### config.mk
export PLATFORM = sky130hd
export DESIGN_NAME = mpeg2_picture_type_scanner_flat
export DESIGN_NICKNAME = d
export VERILOG_FILES = /design/src/design/mpts_pkg.sv /design/src/design/mpts_in_if.sv /design/src/design/mpts_out_if.sv /design/src/design/mpts_in_stage.sv /design/src/design/mpts_parser.sv /design/src/design/mpts_out_reg.sv /design/src/design/mpeg2_picture_type_scanner.sv /design/src/flat_wrapper.sv
export SDC_FILE = /design/constraint.sdc
export NUM_CORES = 1
export LEC_CHECK = 0
export BUFFER_PORTS_ARGS = -buffer_cell sky130_fd_sc_hd__buf_2
export CORE_ASPECT_RATIO = 1.75
export CORE_MARGIN = 4
export CORE_UTILIZATION = 56
export CTS_CLUSTER_DIAMETER = 150
export CTS_CLUSTER_SIZE = 24
export DETAILED_ROUTE_END_ITERATION = 10
export MAX_ROUTING_LAYER = met4
export PLACE_DENSITY = 0.73
export SLEW_MARGIN = 40
export SYNTH_ARGS = -nofsm -noshare
export SYNTH_HDL_FRONTEND = slang
export SYNTH_SLANG_ARGS = --single-unit
### constraint.sdc
create_clock -name clk -period 2.8 [get_ports clk]
set_input_delay 0.28 -clock clk [delete_from_list [all_inputs] [get_ports clk]]
set_output_delay 0.28 -clock clk [all_outputs]
set_load 0.02 [all_outputs]
### src/design/mpts_pkg.sv
package mpts_pkg;

	// Position within the header that is being parsed, one-hot.
	typedef enum logic [7:0] {
		PH_SEARCH     = 8'b0000_0001,
		PH_PIC0       = 8'b0000_0010,
		PH_PIC1       = 8'b0000_0100,
		PH_EXT0       = 8'b0000_1000,
		PH_EXT1_ID8   = 8'b0001_0000,
		PH_EXT1_OTHER = 8'b0010_0000,
		PH_EXT2       = 8'b0100_0000,
		PH_SKIP       = 8'b1000_0000
	} phase_t;

	// Start code search.
	localparam logic [23:0] HIST_RESET   = 24'hFF_FFFF;
	localparam logic [23:0] START_PREFIX = 24'h00_0001;
	localparam logic [7:0]  CODE_PICTURE = 8'h00;
	localparam logic [7:0]  CODE_EXT     = 8'hB5;
	localparam logic [3:0]  EXT_ID_PCE   = 4'h8;

	// Picture coding types as carried in the picture header.
	localparam logic [2:0] PCT_I = 3'd1;
	localparam logic [2:0] PCT_P = 3'd2;
	localparam logic [2:0] PCT_B = 3'd3;
	localparam logic [2:0] PCT_D = 3'd4;

	// Picture structure codes in the picture coding extension.
	localparam logic [1:0] PS_TOP    = 2'd1;
	localparam logic [1:0] PS_BOTTOM = 2'd2;

	// Reported frame types.
	localparam logic [1:0] FT_UNKNOWN = 2'd0;
	localparam logic [1:0] FT_KEY     = 2'd1;
	localparam logic [1:0] FT_PRED    = 2'd2;
	localparam logic [1:0] FT_BIDIR   = 2'd3;

	// Reported field structures.
	localparam logic [1:0] FS_FRAME  = 2'd0;
	localparam logic [1:0] FS_TOP    = 2'd1;
	localparam logic [1:0] FS_BOTTOM = 2'd2;

	// Picture counter.
	localparam logic [1:0] PIC_NONE = 2'd0;
	localparam logic [1:0] PIC_SAT  = 2'd2;

	// Header bytes passed over after each decoded field.
	localparam logic [1:0] SKIP_PIC     = 2'd2;
	localparam logic [1:0] SKIP_EXT_PCE = 2'd3;
	localparam logic [1:0] SKIP_STRUCT  = 2'd2;

	typedef struct packed {
		logic [7:0] data_byte;
		logic       last_byte;
	} item_t;

	typedef struct packed {
		logic  valid;
		item_t item;
	} stage_t;

	typedef struct packed {
		logic [1:0] frame_type;
		logic [1:0] field_structure;
		logic [1:0] picture_count;
	} result_t;

endpackage

### src/design/mpts_in_if.sv
interface mpts_in_if;
	logic       valid;
	logic       ready;
	logic [7:0] data_byte;
	logic       last_byte;

	modport source (output valid, output data_byte, output last_byte, input ready);
	modport sink (input valid, input data_byte, input last_byte, output ready);
endinterface

### src/design/mpts_out_if.sv
interface mpts_out_if;
	logic       valid;
	logic       ready;
	logic [1:0] frame_type;
	logic [1:0] field_structure;
	logic [1:0] picture_count;

	modport source (output valid, output frame_type, output field_structure,
		output picture_count, input ready);
	modport sink (input valid, input frame_type, input field_structure,
		input picture_count, output ready);
endinterface

### src/design/mpts_in_stage.sv
module mpts_in_stage import mpts_pkg::*; (
	input  logic   clk,
	input  logic   arst_n,
	mpts_in_if.sink in_ch,
	input  logic   advance,
	output stage_t stage
);

	logic  valid_s1;
	item_t item_s1;
	logic  accept;

	// The stage takes a new item when it is empty or its item moves on now.
	assign in_ch.ready = !valid_s1 || advance;
	assign accept      = in_ch.valid && in_ch.ready;

	always_ff @(posedge clk or negedge arst_n) begin
		if (!arst_n) begin
			valid_s1 <= 1'b0;
		end else if (accept) begin
			valid_s1 <= 1'b1;
		end else if (advance) begin
			valid_s1 <= 1'b0;
		end
	end

	always_ff @(posedge clk) begin
		if (accept) begin
			item_s1.data_byte <= in_ch.data_byte;
			item_s1.last_byte <= in_ch.last_byte;
		end
	end

	assign stage.valid = valid_s1;
	assign stage.item  = item_s1;

endmodule

### src/design/mpts_parser.sv
module mpts_parser import mpts_pkg::*; (
	input  logic    clk,
	input  logic    arst_n,
	input  stage_t  stage,
	input  logic    out_free,
	output logic    advance,
	output logic    res_valid,
	output result_t result
);

	logic [23:0] recent_q, recent_n;
	phase_t      phase_q, phase_n;
	logic [1:0]  skip_q, skip_n;
	logic [1:0]  pics_q, pics_n;
	logic        after_q, after_n;
	logic [1:0]  frame_q, frame_n;
	logic [1:0]  field_q, field_n;
	logic        stopped_q, stopped_n;
	logic [7:0]  b;

	assign b = stage.item.data_byte;

	// A final byte may only move on when the output register can take the result.
	assign advance   = stage.valid && (!stage.item.last_byte || out_free);
	assign res_valid = advance && stage.item.last_byte;

	// Next parser state for the byte held in the input stage.
	always_comb begin
		recent_n  = recent_q;
		phase_n   = phase_q;
		skip_n    = skip_q;
		pics_n    = pics_q;
		after_n   = after_q;
		frame_n   = frame_q;
		field_n   = field_q;
		stopped_n = stopped_q;
		if (!stopped_q) begin
			case (phase_q)
				PH_SEARCH: begin
					if (recent_q == START_PREFIX) begin
						recent_n = HIST_RESET;
						if (b == CODE_PICTURE) begin
							phase_n = PH_PIC0;
						end else if (b == CODE_EXT) begin
							phase_n = PH_EXT0;
						end
					end else begin
						recent_n = {recent_q[15:0], b};
					end
				end
				PH_PIC0: begin
					phase_n = PH_PIC1;
				end
				PH_PIC1: begin
					// Only the first picture of the frame sets the type.
					if (pics_q == PIC_NONE) begin
						case (b[5:3])
							PCT_I:        frame_n = FT_KEY;
							PCT_P, PCT_D: frame_n = FT_PRED;
							PCT_B:        frame_n = FT_BIDIR;
							default:      frame_n = frame_q;
						endcase
					end
					if (pics_q < PIC_SAT) begin
						pics_n = pics_q + 2'd1;
					end
					after_n = 1'b1;
					skip_n  = SKIP_PIC;
					phase_n = PH_SKIP;
				end
				PH_EXT0: begin
					phase_n = (b[7:4] == EXT_ID_PCE) ? PH_EXT1_ID8 : PH_EXT1_OTHER;
				end
				PH_EXT1_OTHER: begin
					after_n = 1'b0;
					phase_n = PH_SEARCH;
				end
				PH_EXT1_ID8: begin
					if (pics_q >= PIC_SAT) begin
						field_n   = FS_FRAME;
						stopped_n = 1'b1;
						phase_n   = PH_SEARCH;
					end else if (!after_q) begin
						skip_n  = SKIP_EXT_PCE;
						phase_n = PH_SKIP;
					end else begin
						after_n = 1'b0;
						phase_n = PH_EXT2;
					end
				end
				PH_EXT2: begin
					case (b[1:0])
						PS_TOP:    field_n = FS_TOP;
						PS_BOTTOM: field_n = FS_BOTTOM;
						default:   field_n = field_q;
					endcase
					skip_n  = SKIP_STRUCT;
					phase_n = PH_SKIP;
				end
				PH_SKIP: begin
					if (skip_q <= 2'd1) begin
						skip_n  = 2'd0;
						phase_n = PH_SEARCH;
					end else begin
						skip_n = skip_q - 2'd1;
					end
				end
				default: begin
					phase_n = PH_SEARCH;
				end
			endcase
		end
	end

	// The result carries the state after the final byte has been parsed.
	assign result.frame_type      = frame_n;
	assign result.field_structure = field_n;
	assign result.picture_count   = pics_n;

	// Parser state; the final byte of a frame returns everything to reset.
	always_ff @(posedge clk or negedge arst_n) begin
		if (!arst_n) begin
			recent_q  <= HIST_RESET;
			phase_q   <= PH_SEARCH;
			skip_q    <= 2'd0;
			pics_q    <= PIC_NONE;
			after_q   <= 1'b0;
			frame_q   <= FT_UNKNOWN;
			field_q   <= FS_FRAME;
			stopped_q <= 1'b0;
		end else if (advance) begin
			if (stage.item.last_byte) begin
				recent_q  <= HIST_RESET;
				phase_q   <= PH_SEARCH;
				skip_q    <= 2'd0;
				pics_q    <= PIC_NONE;
				after_q   <= 1'b0;
				frame_q   <= FT_UNKNOWN;
				field_q   <= FS_FRAME;
				stopped_q <= 1'b0;
			end else begin
				recent_q  <= recent_n;
				phase_q   <= phase_n;
				skip_q    <= skip_n;
				pics_q    <= pics_n;
				after_q   <= after_n;
				frame_q   <= frame_n;
				field_q   <= field_n;
				stopped_q <= stopped_n;
			end
		end
	end

endmodule

### src/design/mpts_out_reg.sv
module mpts_out_reg import mpts_pkg::*; (
	input  logic    clk,
	input  logic    arst_n,
	input  logic    load,
	input  result_t result,
	output logic    free,
	mpts_out_if.source out_ch
);

	logic    valid_q;
	result_t res_q;

	// The register can be loaded when it is empty or being emptied now.
	assign free = !valid_q || out_ch.ready;

	always_ff @(posedge clk or negedge arst_n) begin
		if (!arst_n) begin
			valid_q <= 1'b0;
		end else if (load) begin
			valid_q <= 1'b1;
		end else if (out_ch.ready) begin
			valid_q <= 1'b0;
		end
	end

	always_ff @(posedge clk) begin
		if (load) begin
			res_q <= result;
		end
	end

	assign out_ch.valid           = valid_q;
	assign out_ch.frame_type      = res_q.frame_type;
	assign out_ch.field_structure = res_q.field_structure;
	assign out_ch.picture_count   = res_q.picture_count;

endmodule

### src/design/mpeg2_picture_type_scanner.sv
// Throughput: one byte per cycle, except while a frame's last byte waits for the result register.
// A frame's last byte is held in the input register, and the parser's result for it is then
// loaded into the result register.
// A waiting result does not stop the intake of the next frame's bytes; only that frame's
// own last byte is held in the input register until the result register is free.
// Reset (arst_n low, asynchronous) empties both registers and returns the
// parser to the start code search with no pictures counted.
module mpeg2_picture_type_scanner import mpts_pkg::*; (
	input  logic clk,
	input  logic arst_n,
	mpts_in_if.sink    in_ch,
	mpts_out_if.source out_ch
);

	stage_t  stage;
	logic    advance;
	logic    res_valid;
	logic    out_free;
	result_t result;

	// Input register.
	mpts_in_stage u_in_stage (
		.clk     (clk),
		.arst_n  (arst_n),
		.in_ch   (in_ch),
		.advance (advance),
		.stage   (stage)
	);

	// Header parser and its state.
	mpts_parser u_parser (
		.clk       (clk),
		.arst_n    (arst_n),
		.stage     (stage),
		.out_free  (out_free),
		.advance   (advance),
		.res_valid (res_valid),
		.result    (result)
	);

	// Result register.
	mpts_out_reg u_out_reg (
		.clk    (clk),
		.arst_n (arst_n),
		.load   (res_valid),
		.result (result),
		.free   (out_free),
		.out_ch (out_ch)
	);

endmodule

### src/flat_wrapper.sv
// flat-port wrapper written by rule: the top's interface ports become plain ports
module mpeg2_picture_type_scanner_flat import mpts_pkg::*;
  (clk, arst_n, in_ch_valid, in_ch_data_byte, in_ch_last_byte, in_ch_ready, out_ch_valid, out_ch_frame_type, out_ch_field_structure, out_ch_picture_count, out_ch_ready);
  mpts_in_if in_ch_i ();
  mpts_out_if out_ch_i ();
  input  logic clk;
  input  logic arst_n;
  input wire logic [$bits(in_ch_i.valid)-1:0] in_ch_valid;
  input wire logic [$bits(in_ch_i.data_byte)-1:0] in_ch_data_byte;
  input wire logic [$bits(in_ch_i.last_byte)-1:0] in_ch_last_byte;
  output wire logic [$bits(in_ch_i.ready)-1:0] in_ch_ready;
  output wire logic [$bits(out_ch_i.valid)-1:0] out_ch_valid;
  output wire logic [$bits(out_ch_i.frame_type)-1:0] out_ch_frame_type;
  output wire logic [$bits(out_ch_i.field_structure)-1:0] out_ch_field_structure;
  output wire logic [$bits(out_ch_i.picture_count)-1:0] out_ch_picture_count;
  input wire logic [$bits(out_ch_i.ready)-1:0] out_ch_ready;
  assign in_ch_i.valid = in_ch_valid;
  assign in_ch_i.data_byte = in_ch_data_byte;
  assign in_ch_i.last_byte = in_ch_last_byte;
  assign in_ch_ready = in_ch_i.ready;
  assign out_ch_valid = out_ch_i.valid;
  assign out_ch_frame_type = out_ch_i.frame_type;
  assign out_ch_field_structure = out_ch_i.field_structure;
  assign out_ch_picture_count = out_ch_i.picture_count;
  assign out_ch_i.ready = out_ch_ready;
  mpeg2_picture_type_scanner u_core (.clk(clk), .arst_n(arst_n), .in_ch(in_ch_i), .out_ch(out_ch_i));
endmodule
Yosys cells after proc, flatten, opt, wreduce, memory -nomap -nowiden
Index checks and enable logic that the tools add are counted.
W data, S select, Z words.

word-level totals
  bits in registers = 59
  latch bits = 0
  bits in writable memories = 0
  ROM bits = 0
  bits of input ports = 13
  output and inout port bits = 8
  logic and storage cells = 111
  memories kept = 0

cells by class
  add/sub/neg operators = 2
  multipliers = 0
  divide/modulo/power cells = 0
  order comparisons = 3
  equality and inequality tests = 23
  shift operators = 0
  muxes and demuxes = 46
  bitwise logic cells = 0
  reduce and logical (&&, ||, !) cells = 22

operators with widths
  kind                   number
  $mux W24               4
  $mux W8                8
  $pmux W8 S6            1
  $mux W2                16
  $eq A24 B1 Y1 const B  1
  $eq A8 B8 Y1 const B   2
  $ne A3 B2 Y1 const B   4
  $pmux W2 S3            2
  $mux W1                11
  $reduce_and A5 Y1      2
  $eq A8 B1 Y1 const B   1
  $eq A8 B2 Y1 const B   1
  $eq A8 B3 Y1 const B   1
  $eq A8 B4 Y1 const B   1
  $eq A8 B5 Y1 const B   1
  $eq A8 B6 Y1 const B   1
  $eq A8 B7 Y1 const B   1
  $logic_not A8 Y1       1
  $pmux W2 S2            2
  $reduce_bool A4 Y1     2
  $eq A3 B2 Y1 const B   2
  $mux W6                1
  $reduce_bool A2 Y1     3
  $eq A4 B4 Y1 const B   1
  other kinds (19)       26

Logic depth before layout (Yosys ltp)
  depth after elaboration = 7
  gate-level depth with buffers = 7
  gate-level depth less buffers = 7

By module
A second synthesis with hierarchy kept.

second synthesis, totals
  cell total of the unflattened synthesis = 236
  area total of the unflattened synthesis = 2,854.0 sq um

modules (own cells, without submodules)
  module         times used  cells each  area each (sq um)  seq. area each (sq um)
  mpts_parser    1           213         2,294.7            1,082.3
  mpts_in_stage  1           14          331.6              295.3
  mpts_out_reg   1           9           227.7              205.2

Worst setup path after synthesis
Ideal clock, no wire load.

  path kind = flip-flop to flip-flop
  start point = register u_core.u_parser.phase_q[4]
  end point = register u_core.u_parser.recent_q[4]
  setup time = 0.080 ns
  arrival time = 2.455 ns
  data required time = 2.720 ns
  path slack = 0.265 ns
  cell stages (with the launch flop) = 8
  path buffers = 2
  period minus slack after synthesis = 2.535 ns
  cell sequence = dfrtp_1 > or4_4 > or3_1 > o31a_1 > or4_1 > buf_2 > buf_6 > o22a_1

on the way
  cells in the longest elaborated chain, start to end = 3

ends and longest elaborated chain
  item                                 line                RTL
  start, declared                      mpts_parser.sv:12   phase_t phase_q, phase_n;
  start signal, assigned               mpts_parser.sv:143  phase_q <= phase_n;
  $eq A8 B1 Y1                         mpts_parser.sv:38   case (phase_q)
  $reduce_bool A2 Y1 (no source line)  n/a
  $reduce_and A3 Y1 (no source line)   n/a
  end signal, assigned                 mpts_parser.sv:142  recent_q <= recent_n;
  end, declared                        mpts_parser.sv:11   logic [23:0] recent_q, recent_n;

No other way between the ends.
A chain may end at the register's enable or synchronous reset.

Worst setup path in the final report
  start point = register u_core.u_parser.phase_q[4]
  end point = register u_core.u_parser.recent_q[23]

Same word-level chain as after synthesis.

==> flow_summary_export.csv <==
group,metric,value,unit
sta,slew_viol_final,0,
synthesis,syn-num-nets,255,
synthesis,yosysSeqAreaShare,57.3,%
die,start_util,58.1,%
sta,finClkSkew,0.0101,ns
global_route,grtUsageMet2,35.5,%
die,rows,33,
sta,setup_viol,0,
synthesis,ys_seq_elements,59,
synthesis,synth_area_per_cell,11.7,µm²
power_and_ir_drop,p_leak,0.00127,µW
critical_path,startpoint_type,"register",
min_path,hold_depth,1,
sta,post-route-min-period,2.58,ns
critical_path,crit_path_max_fanout,24,
synthesis,syn_area,0.00276,mm²
sta,finalCritPeriodShare,92.3,%
route,routedWlPerCell,18.5,µm
power_and_ir_drop,comb_power_share,10.1,%
finish,area_growth,13.9,%
critical_path,worstReg2RegStart,"u_core.u_parser.phase_q[4]",
synthesis,syn_inst,236,
power_and_ir_drop,total_power,2040,µW
power_and_ir_drop,p_clk_share,38.2,%
die,die_h,101,µm
min_path,whs_endpoint,"u_core.u_in_stage.stage[1]",
run,drv_cap,0,
die,die_area,0.00616,mm²
critical_path,end_kind,"register",
clock_tree,path_clk_slew,0.07,ns
synthesis,synth-edff-count,15,
power_and_ir_drop,power.density,649,mW/mm²
route,drt_iter0_drc,108,
clock_tree,cts_setup_buffers,0,
clock_tree,cts_tree,"done",
global_route,grt_pass1_wl,9780,µm
power_and_ir_drop,peakVddDrop,555,µV
synthesis,synthFlopType,"dfstp_2",
global_route,track_usage,22.8,%
clock_tree,h-tree-depth,3,
die,core_area,0.00475,mm²
critical_path,r2r_cells,6,
synthesis,ys_async_sr_fraction,74.6,%
route,drt-total-wl,5990,µm
power_and_ir_drop,sw_frac_of_total,26.5,%
die,dieWidth,61.1,µm
route,routed_via_density,6.34,
sta,finalHoldViolations,0,
global_route,use_met1,24.8,%
global_route,use_met3,6.41,%
run_status,status,"finished clean",
clock_tree,cts_sinks,59,
sta,fin_ws,0.217,ns
global_route,busiest_layer,"met2",
critical_path,crit_type,"register to register",
clock_tree,cts_inserted_buffers,9,
critical_path,cp.arrival,2.86,ns
placed_design,dp.final_hpwl,4320,µm
min_path,hold_path_class,"input port to register",
route,drc,0,
synthesis,synth_warnings,0,
power_and_ir_drop,switching_power,541,µW
power_and_ir_drop,pwr-share-seq,51.7,%
sta,fin_setup_tns,0,ns
critical_path,r2r_end,"u_core.u_parser.recent_q[23]",
route,num_vias,2053,
clock_tree,clock_latency,0.35,ns
clock_tree,clockBufferDepth,2,
finish,diodes,0,
route,drtPass1Iterations,4,
sta,slew_headroom,57.4,%
global_route,grt_max_degree,45,
sta,worst_pin_slew,0.637,ns
global_route,grt_pass1_vias,2104,
global_route,grt_overflow,0,
sta,grt_setup_unrepaired,"no",
critical_path,required,3.07,ns
placed_design,io_buffers,20,
clock_tree,cts-resized-gates,0,
placed_design,gp_congestion,0.945,
finish,fin_nets,286,
placed_design,post-place-ws,0.229,ns
min_path,hold_start,"in_ch_data_byte[0]",
finish,drive_above_1_share,26.1,%
sta,fmax,0.387,GHz
critical_path,r2r_setup_slack,0.22,ns
clock_tree,clockRootBuffer,"clkbuf_8",
synthesis,ys_types,44,
route,ant_nets,0,
power_and_ir_drop,p_int,1500,µW
die,io_pins,21,
global_route,antenna_found_initial,0,
clock_tree,cts_hold_buf,1,
[worst max-delay path, cell delays in order (launching register included)]
cell and delay [ns]:
dfrtp_1 0.41, or4_4 0.57, or3_1 0.34, o31a_1 0.30
or4_1 0.46, buf_4 0.22, o22a_1 0.20
[state kept, by name (all words and copies together), names as in the netlist]
register,cells
u_core.u_in_stage.stage,9
u_core.u_in_stage.valid_s1,1
u_core.u_out_reg.out_ch.field_structure,2
u_core.u_out_reg.out_ch.frame_type,2
u_core.u_out_reg.out_ch.picture_count,2
u_core.u_out_reg.out_ch.valid,1
u_core.u_parser.after_q,1
u_core.u_parser.field_q,2
u_core.u_parser.frame_q,2
u_core.u_parser.phase_q,8
u_core.u_parser.pics_q,2
u_core.u_parser.recent_q,24
u_core.u_parser.skip_q,2
u_core.u_parser.stopped_q,1
[cells by family (layout without fill, tap and decap cells)]
| family | after synthesis | count (layout) | synth area share [%] |
|---|---|---|---|
| AND/OR/NAND/NOR | 77 | 77 | 15.8 |
| AO/OA/AOI/OAI | 68 | 68 | 18.7 |
| flip-flops | 59 | 59 | 57.3 |
| buffers and inverters | 20 | 56 | 3.31 |
| adder cells (fa/ha/maj) | 6 | 6 | 2.72 |
| multiplexers | 4 | 4 | 1.50 |
| XOR/XNOR | 2 | 2 | 0.635 |
[placed cells by master (no fill, tap or decap), types with 6 or more instances in the layout]
| cell type | Yosys | routed |
|---|---|---|
| a21oi_1 | 8 | 8 |
| buf_2 | 1 | 19 |
| buf_4 | 0 | 8 |
| clkbuf_8 | 0 | 9 |
| dfrtp_1 | 19 | 19 |
| dfstp_2 | 25 | 25 |
| edfxtp_1 | 15 | 15 |
| ha_1 | 6 | 6 |
| inv_1 | 12 | 12 |
| nand2_1 | 9 | 9 |
| nand3_1 | 9 | 9 |
| nand4_1 | 6 | 6 |
| nor2_1 | 11 | 11 |
| nor3_1 | 8 | 8 |
| nor4_1 | 8 | 8 |
| o21ai_0 | 8 | 8 |
| o22a_1 | 24 | 24 |
| o2bb2ai_1 | 6 | 6 |
[how the worst max path moves through the flow]
stage,startpoint,to,depth (start not counted)
after floorplan,u_core.u_parser.phase_q[4],u_core.u_parser.recent_q[4],7
after global placement,u_core.u_parser.phase_q[4],u_core.u_parser.recent_q[19],6
after detailed placement,u_core.u_parser.phase_q[4],u_core.u_parser.recent_q[23],6
after CTS,u_core.u_parser.phase_q[4],u_core.u_parser.recent_q[23],6
after global routing,u_core.u_parser.phase_q[4],u_core.u_parser.recent_q[23],6
final,u_core.u_parser.phase_q[4],u_core.u_parser.recent_q[23],6
[stage by stage]
step | hold WS [ns] | utilization (%) | std cells | cell area, µm²
detailed placement | 0.308 | 61.8 | 307 | 2930
finish | 0.106 | 66.2 | 324 | 3140
global placement | 0.457 | 61.7 | 307 | 2930
floorplan | -0.0156 | - | 236 | 2760
global route | 0.0804 | 66.2 | 324 | 3140
CTS | 0.0878 | 66.2 | 324 | 3140
[synthesized netlist by cell type (2+ instances only)]
cell	n	area share [%]
a21o_1	4	1.1
a22o_1	4	1.3
a22oi_1	3	0.82
nand4b_1	3	0.95
edfxtp_1	15	16
nand4_1	6	1.4
nor2b_1	3	0.68
nor3b_1	2	0.54
o21ai_0	8	1.5
nand2b_1	3	0.68
ha_1	6	2.7
or3_1	3	0.68
o22ai_1	3	0.68
nand2_1	9	1.2
inv_1	12	1.6
buf_6	2	0.82
nor3_1	8	1.5
and3_1	3	0.68
a31oi_1	2	0.45
dfstp_2	25	24
and2_1	3	0.68
xor2_1	2	0.63
o2bb2ai_1	6	1.9
mux2i_1	3	1.1
a21oi_1	8	1.5
dfrtp_1	19	17
clkbuf_1	5	0.68
nor4b_1	2	0.63
nor4_1	8	1.8
o22a_1	24	7.6
nand3_1	9	1.6
nor2_1	11	1.5
[power by group through the flow]
| stage | registers [µW] | clock network, µW | logic (µW) |
|---|---|---|---|
| after detailed placement | 1070 | 0 | 204 |
| after global routing | 1070 | 835 | 227 |
| after floorplan | 1060 | 0 | 138 |
| final | 1060 | 779 | 206 |
| after global placement | 1070 | 0 | 201 |
| after CTS | 1060 | 793 | 207 |
[metal layers]
metal / routed length, µm / vias up
li1: - / 971
met1: 2290 / 1006
met2: 3250 / 57
met3: 224 / 19
met4: 225 / 0
met5: 0 / -
[final cells by class]
type	instances	area (µm²)
fillers	376	1600
flip-flops and latches	59	1580
clock inverters	7	76.3
clock buffers	9	124
multi-input cells	157	1090
well taps	52	65.1
inverters	12	45.0
repair buffers	28	165
Power figures use the tool's default switching activity.
